### config.mk
export PLATFORM = sky130hd
export DESIGN_NAME = line_pixel_rasterizer
export DESIGN_NICKNAME = d
export VERILOG_FILES = /design/src/sv/lpr_pkg.sv /design/src/sv/line_pixel_rasterizer.sv /design/src/sv/lpr_front.sv /design/src/sv/lpr_queue.sv /design/src/sv/lpr_back.sv
export SDC_FILE = /design/constraint.sdc
export NUM_CORES = 1
export LEC_CHECK = 0
export CAP_MARGIN = 20
export CORE_UTILIZATION = 45
export CTS_BUF_LIST = sky130_fd_sc_hd__clkbuf_4 sky130_fd_sc_hd__clkbuf_8
export CTS_CLUSTER_DIAMETER = 80
export DETAILED_ROUTE_END_ITERATION = 8
export DONT_BUFFER_PORTS = 1
export PLACE_DENSITY = 0.68
export SKIP_CTS_REPAIR_TIMING = 1
export SYNTH_ARGS = -nofsm -noshare
export SYNTH_HDL_FRONTEND = slang
export SYNTH_SLANG_ARGS = --single-unit
### constraint.sdc
create_clock -name clk_i -period 8.41 [get_ports clk_i]
set_input_delay 0.841 -clock clk_i [delete_from_list [all_inputs] [get_ports clk_i]]
set_output_delay 0.841 -clock clk_i [all_outputs]
set_load 0.01 [all_outputs]
### src/sv/lpr_pkg.sv
// ----------------------------------------------------------------------------
// Line pixel rasteriser package
// Shared constants, register indexes and the screen configuration type.
// ----------------------------------------------------------------------------
package lpr_pkg;

  // Default coordinate width
  localparam int unsigned CoordBitsDef = 8;
  // Fixed field widths
  localparam int unsigned ColorW  = 16;
  localparam int unsigned CfgW    = 9;
  localparam int unsigned CfgIdxW = 2;
  // Depth of the queue between front and back
  localparam int unsigned QueueDepthDef = 2;

  // Configuration register indexes
  localparam logic [CfgIdxW-1:0] RegScreenWidth  = 2'd0;
  localparam logic [CfgIdxW-1:0] RegScreenHeight = 2'd1;

  // Reset values of the configuration registers
  localparam logic [CfgW-1:0] ScreenWidthRst  = 9'd128;
  localparam logic [CfgW-1:0] ScreenHeightRst = 9'd160;

  // Operation codes carried in tuser
  localparam logic OpStart = 1'b0;
  localparam logic OpStep  = 1'b1;

  // Screen bounds as seen by the walker
  typedef struct packed {
    logic [CfgW-1:0] width;
    logic [CfgW-1:0] height;
  } screen_cfg_t;

endpackage

### src/sv/line_pixel_rasterizer.sv
// Path: a step beat goes through the queue register, then the output register,
// on its way to its pixel beat; a start beat gives no pixel.
// Throughput: one beat per cycle on either side while m_axis_tready is high,
// set by the combinational error add and compare of the walker.
// Reset: asynchronous, active low; line inactive, screen 128 by 160.
// ----------------------------------------------------------------------------
// Line pixel rasteriser top level
// Bresenham line walker with a set-up front end, a short queue and a pixel
// output register, plus the screen size registers.
// ----------------------------------------------------------------------------
module line_pixel_rasterizer #(
  parameter int unsigned COORD_BITS  = lpr_pkg::CoordBitsDef,
  parameter int unsigned QUEUE_DEPTH = lpr_pkg::QueueDepthDef
) (
  input  logic                                        clk_i,
  input  logic                                        rst_ni,
  // Input beats
  input  logic                                        s_axis_tvalid,
  output logic                                        s_axis_tready,
  // tdata: x_start, y_start, x_end, y_end, pen_color (lowest bit up)
  input  logic [((4*COORD_BITS+lpr_pkg::ColorW+7)/8)*8-1:0] s_axis_tdata,
  // tuser: operation
  input  logic                                        s_axis_tuser,
  // Pixel beats
  output logic                                        m_axis_tvalid,
  input  logic                                        m_axis_tready,
  // tdata: pixel_x, pixel_y, pixel_color (lowest bit up)
  output logic [((2*COORD_BITS+lpr_pkg::ColorW+7)/8)*8-1:0] m_axis_tdata,
  // tuser: on_screen
  output logic                                        m_axis_tuser,
  // tlast: last_pixel
  output logic                                        m_axis_tlast,
  // Configuration writes
  input  logic                                        cfg_valid_i,
  output logic                                        cfg_ready_o,
  input  logic [lpr_pkg::CfgIdxW-1:0]                 cfg_index_i,
  input  logic [lpr_pkg::CfgW-1:0]                    cfg_data_i
);
  import lpr_pkg::*;

  localparam int unsigned EntryW = 3 + 5 * COORD_BITS + ColorW;
  localparam int unsigned OutW   = ((2 * COORD_BITS + ColorW + 7) / 8) * 8;

  screen_cfg_t           scr_q;
  logic [EntryW-1:0]     entry, q_data;
  logic                  q_valid, q_ready;
  logic [COORD_BITS-1:0] pix_x, pix_y;
  logic [ColorW-1:0]     pix_col;

  // Screen size registers; writes beyond the list are dropped
  assign cfg_ready_o = 1'b1;
  always_ff @(posedge clk_i or negedge rst_ni) begin
    if (!rst_ni) begin
      scr_q.width  <= ScreenWidthRst;
      scr_q.height <= ScreenHeightRst;
    end else if (cfg_valid_i) begin
      unique case (cfg_index_i)
        RegScreenWidth:  scr_q.width  <= cfg_data_i;
        RegScreenHeight: scr_q.height <= cfg_data_i;
        default: ;
      endcase
    end
  end

  // Classification and line set-up
  lpr_front #(
    .COORD_BITS(COORD_BITS),
    .EntryW    (EntryW)
  ) u_front (
    .op_i   (s_axis_tuser),
    .xa_i   (s_axis_tdata[COORD_BITS-1:0]),
    .ya_i   (s_axis_tdata[2*COORD_BITS-1:COORD_BITS]),
    .xb_i   (s_axis_tdata[3*COORD_BITS-1:2*COORD_BITS]),
    .yb_i   (s_axis_tdata[4*COORD_BITS-1:3*COORD_BITS]),
    .color_i(s_axis_tdata[4*COORD_BITS+ColorW-1:4*COORD_BITS]),
    .entry_o(entry)
  );

  // Decoupling queue
  lpr_queue #(
    .DataW(EntryW),
    .Depth(QUEUE_DEPTH)
  ) u_queue (
    .clk_i       (clk_i),
    .rst_ni      (rst_ni),
    .push_valid_i(s_axis_tvalid),
    .push_ready_o(s_axis_tready),
    .push_data_i (entry),
    .pop_valid_o (q_valid),
    .pop_ready_i (q_ready),
    .pop_data_o  (q_data)
  );

  // Walker and output register
  lpr_back #(
    .COORD_BITS(COORD_BITS),
    .EntryW    (EntryW)
  ) u_back (
    .clk_i        (clk_i),
    .rst_ni       (rst_ni),
    .scr_i        (scr_q),
    .q_valid_i    (q_valid),
    .q_ready_o    (q_ready),
    .q_data_i     (q_data),
    .out_valid_o  (m_axis_tvalid),
    .out_ready_i  (m_axis_tready),
    .pixel_x_o    (pix_x),
    .pixel_y_o    (pix_y),
    .pixel_color_o(pix_col),
    .on_screen_o  (m_axis_tuser),
    .last_pixel_o (m_axis_tlast)
  );

  assign m_axis_tdata = OutW'({pix_col, pix_y, pix_x});

endmodule

### src/sv/lpr_front.sv
// ----------------------------------------------------------------------------
// Line pixel rasteriser front end
// Classifies each input beat and, for a start beat, works out the line setup:
// major axis, endpoint order, minor direction and both spans.
// ----------------------------------------------------------------------------
module lpr_front #(
  parameter int unsigned COORD_BITS = lpr_pkg::CoordBitsDef,
  parameter int unsigned EntryW     = 3 + 5 * COORD_BITS + lpr_pkg::ColorW
) (
  input  logic                         op_i,
  input  logic [COORD_BITS-1:0]        xa_i,
  input  logic [COORD_BITS-1:0]        ya_i,
  input  logic [COORD_BITS-1:0]        xb_i,
  input  logic [COORD_BITS-1:0]        yb_i,
  input  logic [lpr_pkg::ColorW-1:0]   color_i,
  output logic [EntryW-1:0]            entry_o
);
  import lpr_pkg::*;

  logic [COORD_BITS-1:0] dx, dy;
  logic                  steep;
  logic [COORD_BITS-1:0] a0, a1, b0, b1;
  logic [COORD_BITS-1:0] maj0, maj1, min0, min1;
  logic                  minor_down;
  logic [COORD_BITS-1:0] maj_span, min_span;
  logic                  is_start;

  // Extents and choice of the major axis
  assign dx    = (xa_i > xb_i) ? (xa_i - xb_i) : (xb_i - xa_i);
  assign dy    = (ya_i > yb_i) ? (ya_i - yb_i) : (yb_i - ya_i);
  assign steep = dy > dx;

  assign a0 = steep ? ya_i : xa_i;
  assign b0 = steep ? xa_i : ya_i;
  assign a1 = steep ? yb_i : xb_i;
  assign b1 = steep ? xb_i : yb_i;

  // Order endpoints so the walk runs upward along the major axis
  always_comb begin
    if (a0 > a1) begin
      maj0 = a1;
      maj1 = a0;
      min0 = b1;
      min1 = b0;
    end else begin
      maj0 = a0;
      maj1 = a1;
      min0 = b0;
      min1 = b1;
    end
  end

  assign minor_down = !(min0 < min1);
  assign maj_span   = maj1 - maj0;
  assign min_span   = minor_down ? (min0 - min1) : (min1 - min0);
  assign is_start   = (op_i == OpStart);

  assign entry_o = {is_start, steep, minor_down, maj0, maj1, min0,
                    maj_span, min_span, color_i};

endmodule

### src/sv/lpr_queue.sv
// ----------------------------------------------------------------------------
// Line pixel rasteriser queue
// Short first-in first-out queue between the front end and the walker.
// ----------------------------------------------------------------------------
module lpr_queue #(
  parameter int unsigned DataW = 8,
  parameter int unsigned Depth = lpr_pkg::QueueDepthDef
) (
  input  logic             clk_i,
  input  logic             rst_ni,
  input  logic             push_valid_i,
  output logic             push_ready_o,
  input  logic [DataW-1:0] push_data_i,
  output logic             pop_valid_o,
  input  logic             pop_ready_i,
  output logic [DataW-1:0] pop_data_o
);
  localparam int unsigned PtrW = (Depth > 1) ? $clog2(Depth) : 1;
  localparam int unsigned CntW = $clog2(Depth + 1);

  logic [DataW-1:0] mem_q [Depth];
  logic [PtrW-1:0]  wr_ptr_q, rd_ptr_q;
  logic [CntW-1:0]  count_q;
  logic             push, pop;

  assign push_ready_o = (count_q != CntW'(Depth));
  assign pop_valid_o  = (count_q != '0);
  assign push         = push_valid_i && push_ready_o;
  assign pop          = pop_valid_o && pop_ready_i;
  assign pop_data_o   = mem_q[rd_ptr_q];

  // Storage
  always_ff @(posedge clk_i) begin
    if (push) begin
      mem_q[wr_ptr_q] <= push_data_i;
    end
  end

  // Pointers and fill count
  always_ff @(posedge clk_i or negedge rst_ni) begin
    if (!rst_ni) begin
      wr_ptr_q <= '0;
      rd_ptr_q <= '0;
      count_q  <= '0;
    end else begin
      if (push) begin
        wr_ptr_q <= (wr_ptr_q == PtrW'(Depth - 1)) ? '0 : wr_ptr_q + 1'b1;
      end
      if (pop) begin
        rd_ptr_q <= (rd_ptr_q == PtrW'(Depth - 1)) ? '0 : rd_ptr_q + 1'b1;
      end
      if (push && !pop) begin
        count_q <= count_q + 1'b1;
      end else if (pop && !push) begin
        count_q <= count_q - 1'b1;
      end
    end
  end

endmodule

### src/sv/lpr_back.sv
// ----------------------------------------------------------------------------
// Line pixel rasteriser walker
// Holds the line state, walks the major axis one pixel per step beat with an
// exact integer error term, and drives the output register.
// ----------------------------------------------------------------------------
module lpr_back #(
  parameter int unsigned COORD_BITS = lpr_pkg::CoordBitsDef,
  parameter int unsigned EntryW     = 3 + 5 * COORD_BITS + lpr_pkg::ColorW
) (
  input  logic                        clk_i,
  input  logic                        rst_ni,
  input  lpr_pkg::screen_cfg_t        scr_i,
  input  logic                        q_valid_i,
  output logic                        q_ready_o,
  input  logic [EntryW-1:0]           q_data_i,
  output logic                        out_valid_o,
  input  logic                        out_ready_i,
  output logic [COORD_BITS-1:0]       pixel_x_o,
  output logic [COORD_BITS-1:0]       pixel_y_o,
  output logic [lpr_pkg::ColorW-1:0]  pixel_color_o,
  output logic                        on_screen_o,
  output logic                        last_pixel_o
);
  import lpr_pkg::*;

  // Error term range is [-span, 3*span), so three extra bits suffice
  localparam int unsigned ErrW = COORD_BITS + 3;

  // Queue entry fields
  logic                  e_start, e_steep, e_down;
  logic [COORD_BITS-1:0] e_maj0, e_maj1, e_min0, e_maj_span, e_min_span;
  logic [ColorW-1:0]     e_color;

  // Line state
  logic                  active_q, steep_q, down_q;
  logic [COORD_BITS-1:0] maj_pos_q, maj_stop_q, min_pos_q, maj_span_q, min_span_q;
  logic signed [ErrW-1:0] err_q;
  logic [ColorW-1:0]     color_q;

  // Output register
  logic                  out_valid_q;
  logic [COORD_BITS-1:0] px_q, py_q;
  logic [ColorW-1:0]     pcol_q;
  logic                  onscr_q, last_q;

  logic                   out_free, pop, do_start, do_step;
  logic signed [ErrW-1:0] err_sum;
  logic                   take_minor;
  logic [COORD_BITS-1:0]  maj_next, px, py;
  logic                   onscr;

  assign {e_start, e_steep, e_down, e_maj0, e_maj1, e_min0,
          e_maj_span, e_min_span, e_color} = q_data_i;

  // Pop rules: starts and idle steps never wait for the output slot
  assign out_free  = !out_valid_q || out_ready_i;
  assign q_ready_o = e_start || !active_q || out_free;
  assign pop       = q_valid_i && q_ready_o;
  assign do_start  = pop && e_start;
  assign do_step   = pop && !e_start && active_q;

  // One Bresenham step
  assign err_sum    = err_q + $signed({2'b00, min_span_q, 1'b0});
  assign take_minor = err_sum >= $signed({3'b000, maj_span_q});
  assign maj_next   = maj_pos_q + COORD_BITS'(1);

  assign px    = steep_q ? min_pos_q : maj_pos_q;
  assign py    = steep_q ? maj_pos_q : min_pos_q;
  assign onscr = ({{CfgW{1'b0}}, px} < {{COORD_BITS{1'b0}}, scr_i.width}) &&
                 ({{CfgW{1'b0}}, py} < {{COORD_BITS{1'b0}}, scr_i.height});

  // Line state update
  always_ff @(posedge clk_i or negedge rst_ni) begin
    if (!rst_ni) begin
      active_q   <= 1'b0;
      steep_q    <= 1'b0;
      down_q     <= 1'b0;
      maj_pos_q  <= '0;
      maj_stop_q <= '0;
      min_pos_q  <= '0;
      maj_span_q <= '0;
      min_span_q <= '0;
      err_q      <= '0;
      color_q    <= '0;
    end else if (do_start) begin
      active_q   <= (e_maj_span != '0);
      steep_q    <= e_steep;
      down_q     <= e_down;
      maj_pos_q  <= e_maj0;
      maj_stop_q <= e_maj1;
      min_pos_q  <= e_min0;
      maj_span_q <= e_maj_span;
      min_span_q <= e_min_span;
      err_q      <= '0;
      color_q    <= e_color;
    end else if (do_step) begin
      maj_pos_q <= maj_next;
      active_q  <= (maj_next != maj_stop_q);
      if (take_minor) begin
        min_pos_q <= down_q ? (min_pos_q - COORD_BITS'(1)) : (min_pos_q + COORD_BITS'(1));
        err_q     <= err_sum - $signed({2'b00, maj_span_q, 1'b0});
      end else begin
        err_q <= err_sum;
      end
    end
  end

  // Output valid
  always_ff @(posedge clk_i or negedge rst_ni) begin
    if (!rst_ni) begin
      out_valid_q <= 1'b0;
    end else if (do_step) begin
      out_valid_q <= 1'b1;
    end else if (out_ready_i) begin
      out_valid_q <= 1'b0;
    end
  end

  // Output payload
  always_ff @(posedge clk_i) begin
    if (do_step) begin
      px_q    <= px;
      py_q    <= py;
      pcol_q  <= color_q;
      onscr_q <= onscr;
      last_q  <= (maj_next == maj_stop_q);
    end
  end

  assign out_valid_o   = out_valid_q;
  assign pixel_x_o     = px_q;
  assign pixel_y_o     = py_q;
  assign pixel_color_o = pcol_q;
  assign on_screen_o   = onscr_q;
  assign last_pixel_o  = last_q;

endmodule
# After elaboration in Yosys (flattened, before gate mapping)
# Memories as Yosys holds them, arrays and structs flattened.
# Cells that the tools add are included.
# totals
mem_bits_rw	118
in_bits	65
register_bits	127
n_memories	1
# mem_list
memory	depth	width	read_ports	rd_clocked_by_memory_dff	write_ports	line	rtl
u_queue.mem_q	2	59	1	0	1	lpr_queue.sv:21	logic [DataW-1:0] mem_q [Depth];
# op_classes
mux	32
eq_ne	4
n_bitwise	1
reduce_logical	27
addsub	16
order_cmp	8
# op_table
cell	n
8-bit 2-to-1 mux	19
8-bit subtractor	7
11-bit 2-to-1 mux	3
8-bit greater-than comparator	4
8-bit by 9-bit < comparator with 1-bit output	2
8-bit by 1-bit adder with 8-bit output, second input constant	2
11-bit by 10-bit adder with 11-bit output	1
11-bit by 9-bit >= comparator with 1-bit output	1
11-bit by 10-bit subtractor with 11-bit output	1
2-bit nonzero test	5
8-bit equality test	1
1-bit logical AND	8
8-bit < comparator	1
1-bit 2-to-1 mux	8
8-bit != test	1
8-bit nonzero test	1
8-bit by 1-bit subtractor with 8-bit output, second input constant	1
1-bit zero test	6
2-bit AND reduction	3
2-bit 2-to-1 mux	2
1-bit logical OR	3
1-bit adder, second input constant	2
2-bit by 1-bit adder with 2-bit output, second input constant	1
2-bit by 1-bit equality test with 1-bit output, second input constant	1
other kinds (4)	4

# Logic depth before layout (Yosys ltp)
# depth
ltp_word	8
depth_mapped	48
mapped_depth_nobuf	44

# Cells and area by module
# From an unflattened synthesis, not the netlist that was laid out.
# unflattened
cells_unflattened	1394
hier_area_um2	15309.7
# modules_own_cells
mod	seq_area_each_um2	area_each_um2	cells_each	n_inst
lpr_back	2772.7	5953.2	600	1
lpr_queue	3643.5	4754.6	202	1
lpr_front	0.0	3890.0	551	1
line_pixel_rasterizer	454.2	711.9	41	1

# Least setup slack after synthesis
# No wires, ideal clock.
# synth_path
path_kind	input to register
start	input s_axis_tdata[0] (netlist bit)
end	memory u_queue.mem_q[0][22] (netlist bit), data pin
stages	46
t_arrival_ns	9.868
setup_time_ns	0.263
path_buffers	6
setup_slack_ns	-1.721
path_cell_list	inv_1 -> ha_1 -> inv_1 -> fa_1 -> a21o_1 -> a21o_1 -> a21oi_1 -> o21ai_1 -> nand2_1 -> mux2_1 -> a2111oi_0 -> o31ai_1 -> xnor2_1 -> ha_1 -> nand4_2 -> nor2_2 -> nor2b_1 -> nor2_4 -> [10 not listed] -> mux2_2 -> buf_2 -> buf_2 -> buf_2 -> a21oi_1 -> mux2i_1 -> inv_1 -> fa_1 -> a21o_1 -> a211oi_1 -> nor2_1 -> o41ai_2 -> buf_2 -> mux2_2 -> o21ai_0 -> nand3_1 -> a31oi_1 -> xnor2_1
# synth_via
elab_chain_cells	8
elab_cells_between_ends	16
# synth_lines
element	line	rtl
start, declared	line_pixel_rasterizer.sv:21	input logic [((4*COORD_BITS+lpr_pkg::ColorW+7)/8)*8-1:0] s_axis_tdata,
8-bit subtractor / 8-bit greater-than comparator (equally long branches)	lpr_front.sv:29	assign dx = (xa_i > xb_i) ? (xa_i - xb_i) : (xb_i - xa_i);
8-bit 2-to-1 mux	lpr_front.sv:29	
8-bit greater-than comparator	lpr_front.sv:31	assign steep = dy > dx;
8-bit 2-to-1 mux (on tied branches)	lpr_front.sv:33, lpr_front.sv:35	
8-bit greater-than comparator	lpr_front.sv:40	if (a0 > a1) begin
8-bit 2-to-1 mux	lpr_front.sv:40	
8-bit subtractor / 8-bit < comparator (equally long branches)	lpr_front.sv:55, lpr_front.sv:53	
8-bit 2-to-1 mux (*)	lpr_front.sv:55	assign min_span = minor_down ? (min0 - min1) : (min1 - min0);
named net entry[22]	line_pixel_rasterizer.sv:45	logic [EntryW-1:0] entry, q_data;
end, declared	lpr_queue.sv:21	
# The timed path passes the listed nets; every way through them passes the cells marked *.

# Final worst setup path
# layout_path
start	input s_axis_tdata[0] (netlist bit)
end	memory u_queue.mem_q[0][21] (netlist bit), data pin
# The elaborated chain is that of the path after synthesis.

==> flow_summary.toml <==
[finish]
n_antenna_cell = 0
final_layout_size_suffix_gt1_frac = 0.2377
nets = 1676
area_growth_pct = 20.29
final_area_um2 = 17310

[timing]
worst-slew-pin-transition_ns = 0.8674
rsz0062_at_grt = "yes"
clock.fmax_mhz = 120.0
post-route-period-util = 0.9905
final-max-slew-violation-count = 0
clock_skew_ns = 0.02844
setup_viol = 0
slew_headroom = 0.4168
final-hold-violation-count = 0
period_needed_ns = 8.330

[synth]
ys.warnings.count = 0
synth_area_um2 = 14390
synth_commonest_cells = "152 x edfxtp_1, 142 x nand2_1, 104 x ha_1"
syn_area_per_cell_um2 = 10.74
ys.flop_type = "edfxtp_1"
synthAdderAreaFrac = 0.1036
synth_top_cells_by_area = "edfxtp_1 32%, dfrtp_1 15%, ha_1 9.0%"
postSynth.asyncResetShare = 0.3770
synth.distinct_cells = 75
ys_seq_elements = 244
synthDominantCellAreaShare = 0.3171
synthCells = 1340
synth_compound_gate_area_share = 0.1414
synth_top_family_by_area = "compound AO/OA/AOI/OAI gates"
synth_xor_area_frac = 0.03529
synth_edf_count = 152
ys_seq_area_frac = 0.4773
synth_mux_area_frac = 0.09805
post_synthesis_cell_type_with_the_largest_combined_area = "edfxtp_1"
mappedNetlistNets = 1518
yosys.cell_count.top_type = "edfxtp_1"
post_synth_and_or_nand_nor_area_fraction = 0.1041

[clocking]
cts.reportedPaths.clkPinSlew_ns = 0.06
cts_tree = "yes"
clk_root_buffer_cell = "clkbuf_8"
clock_latency_ns = 0.54
cts_buffer_depth = 3
cts_inserted_buffers = 38
cts_num_sinks = 244
cts.htree.levels = 2

[setup_path]
critical_path_class = "in2reg"
cp.required_ns = 8.67
setup.worst_path.start_class = "primary input"
cpMaxStageDelayCell = "fa_2"
cp_common_cell = "a21o_1"
path_delay_family = "compound AO/OA/AOI/OAI gates"
timing.critical_path.arrival_ns = 8.59
critPathLaunch = "s_axis_tdata[0]"
slowest_delay_ns = 0.39
critical_path.endpoint_type = "flip-flop"
reg2reg_depth = 14
path_buf_inv = 8
timing.critical_path.depth = 43
timing.critical_path.fanout_max = 6
worst_r2r_startpoint = "u_back.err_q[1]"

[job]
cap_viol_max_count = 0

[placed_design]
dp.final_hpwl_um = 25280
finalWeightedCongestion = 0.9510
portBuffers = 0
postPlaceCellArea_um2 = 16150

[drt]
met3WireLength_um = 1927
wl_per_cell_um = 17.88
drtIter0Drc = 636
dr.max_layer_used = "met4"
dr_total_vias = 10480
drc_errors = 0
ant_nets = 0
wirelength_um = 34490
viasPerCell = 5.433
first_pass_iters = 5
wirelength_met1_um = 15090
met2_wirelength_um = 16510

[global_routing]
grt_max_degree = 93
grt_antenna_before_repair = 0
grt_remaining_overflow = 0
grt_pass1_vias = 10620
grt_first_pass_wirelength_um = 54750
gr-usage-all-layers = 0.2091

[die]
die-area_um2 = 32700
io-pin-count = 102
chip_width_um = 180.8
dieHeight_um = 180.8
core_um2 = 31470
floorplan.initialDensity = 0.4573
floorplan.rows = 65

[hold_path]
worstHoldPathType = "in2async"

[run_status]
run_status = "complete, no violations"
-- state kept, by name, indices dropped and copies added, names as in the netlist, 8 cells and up --
name                  flops
u_queue.mem_q           118
u_back.pixel_y_o          8
u_back.pixel_color_o     16
u_back.pixel_x_o          8
u_back.min_pos_q          8
u_back.min_span_q         8
scr_q                    18
u_back.maj_stop_q         8
u_back.err_q             10
u_back.maj_pos_q          8
u_back.color_q           16
u_back.maj_span_q         8
-- cells by family (layout without fill, tap and decap cells) --
logic type	Yosys count	after routing
other	1	1
buffers and inverters	146	332
and+or+nand+nor	324	324
AOI/OAI and AO/OA	318	318
xor gates and xnor gates	58	58
DFF	244	244
muxes	135	136
adders and majority gates	114	114
-- cells in the final DEF, fill, tap and decap left out, drive strengths merged, types with 3 or more instances in the layout --
| cell | netlist | final |
|---|---|---|
| buf | 21 | 166 |
| edfxtp | 152 | 152 |
| nand2 | 142 | 142 |
| o21ai | 106 | 106 |
| ha | 104 | 104 |
| mux2i | 97 | 97 |
| inv | 95 | 93 |
| dfrtp | 89 | 89 |
| a21oi | 73 | 73 |
| nor2 | 69 | 69 |
| clkbuf | 30 | 62 |
| mux2 | 38 | 39 |
| xnor2 | 37 | 37 |
| xor2 | 21 | 21 |
| nand3 | 20 | 20 |
| nor3 | 20 | 20 |
| a21o | 19 | 19 |
| a211oi | 19 | 19 |
| o211ai | 16 | 16 |
| o21a | 14 | 14 |
| nor2b | 12 | 12 |
| and2 | 12 | 12 |
| nand2b | 9 | 9 |
| o221ai | 9 | 9 |
| nand4 | 9 | 9 |
| nor4 | 9 | 9 |
| fa | 9 | 9 |
| clkinv | 0 | 9 |
| a31oi | 8 | 8 |
| o22ai | 8 | 8 |
| or2 | 8 | 8 |
| and3 | 7 | 7 |
| a21boi | 6 | 6 |
| a221oi | 6 | 6 |
| o211a | 5 | 5 |
| a211o | 5 | 5 |
| o31ai | 5 | 5 |
| dfstp | 3 | 3 |
-- worst register-to-register path, cell delays in order, from the launching register on --
cell and delay [ns]:
dfrtp_1 0.38, ha_1 0.23, fa_1 0.41, a21o_1 0.18, a21oi_1 0.22, o21bai_1 0.10, a21oi_1 0.21, xnor2_1 0.20
ha_1 0.29, o21ai_0 0.08, a31oi_1 0.07, nor3_1 0.49, a21oi_2 0.29, mux2i_1 0.25, o21ai_0 0.10
-- path summary, 6_finish.rpt --
kind / to / slack [ns]
setup / recovery: u_queue.mem_q[0][21] / 0.08
hold / removal: u_back.color_q[6] / 0.02
setup reg to reg: u_back.err_q[6] / 4.74
hold reg to reg: u_back.pixel_color_o[6] / 0.43
max in group asynchronous: scr_q[15] / 7.52
min in group clk_i: u_queue.mem_q[0][0] / 0.40
-- metal layers --
metal / up-vias / track usage
li1: 5170 / -
met3: 67 / 0.04314
met2: 238 / 0.3571
met5: - / 0
met1: 5005 / 0.2670
met4: 0 / 0.06120
-- metrics by stage --
step | hold WS, ns | setup WS, ns | TNS, ns | std cells | util
6_report | 0.02431 | 0.07977 | 0 | 1929 | 0.5501
3_3_place_gp | 0.4303 | -0.4801 | -4.826 | 1849 | 0.5131
5_1_grt | -0.00004841 | -0.2749 | -2.074 | 1929 | 0.5501
3_5_place_dp | 0.4352 | -0.6566 | -6.753 | 1849 | 0.5131
2_1_floorplan | 0.4248 | -0.6077 | -5.048 | 1340 | -
4_1_cts | -0.02824 | -0.1658 | -0.6810 | 1918 | 0.5375
-- layout make-up --
class	instances	area, um2
Clock buffer	61	714.4
Clock inverter	8	53.80
Fill cell	2650	14160
Inverter	95	385.4
Multi-Input combinational cell	951	7423
Sequential cell	244	6874
Tap cell	402	503.0
Timing Repair Buffer	168	1360
Power is not shown: default switching activity piles up to over one toggle a cycle in this logic, so the estimate is an artifact.
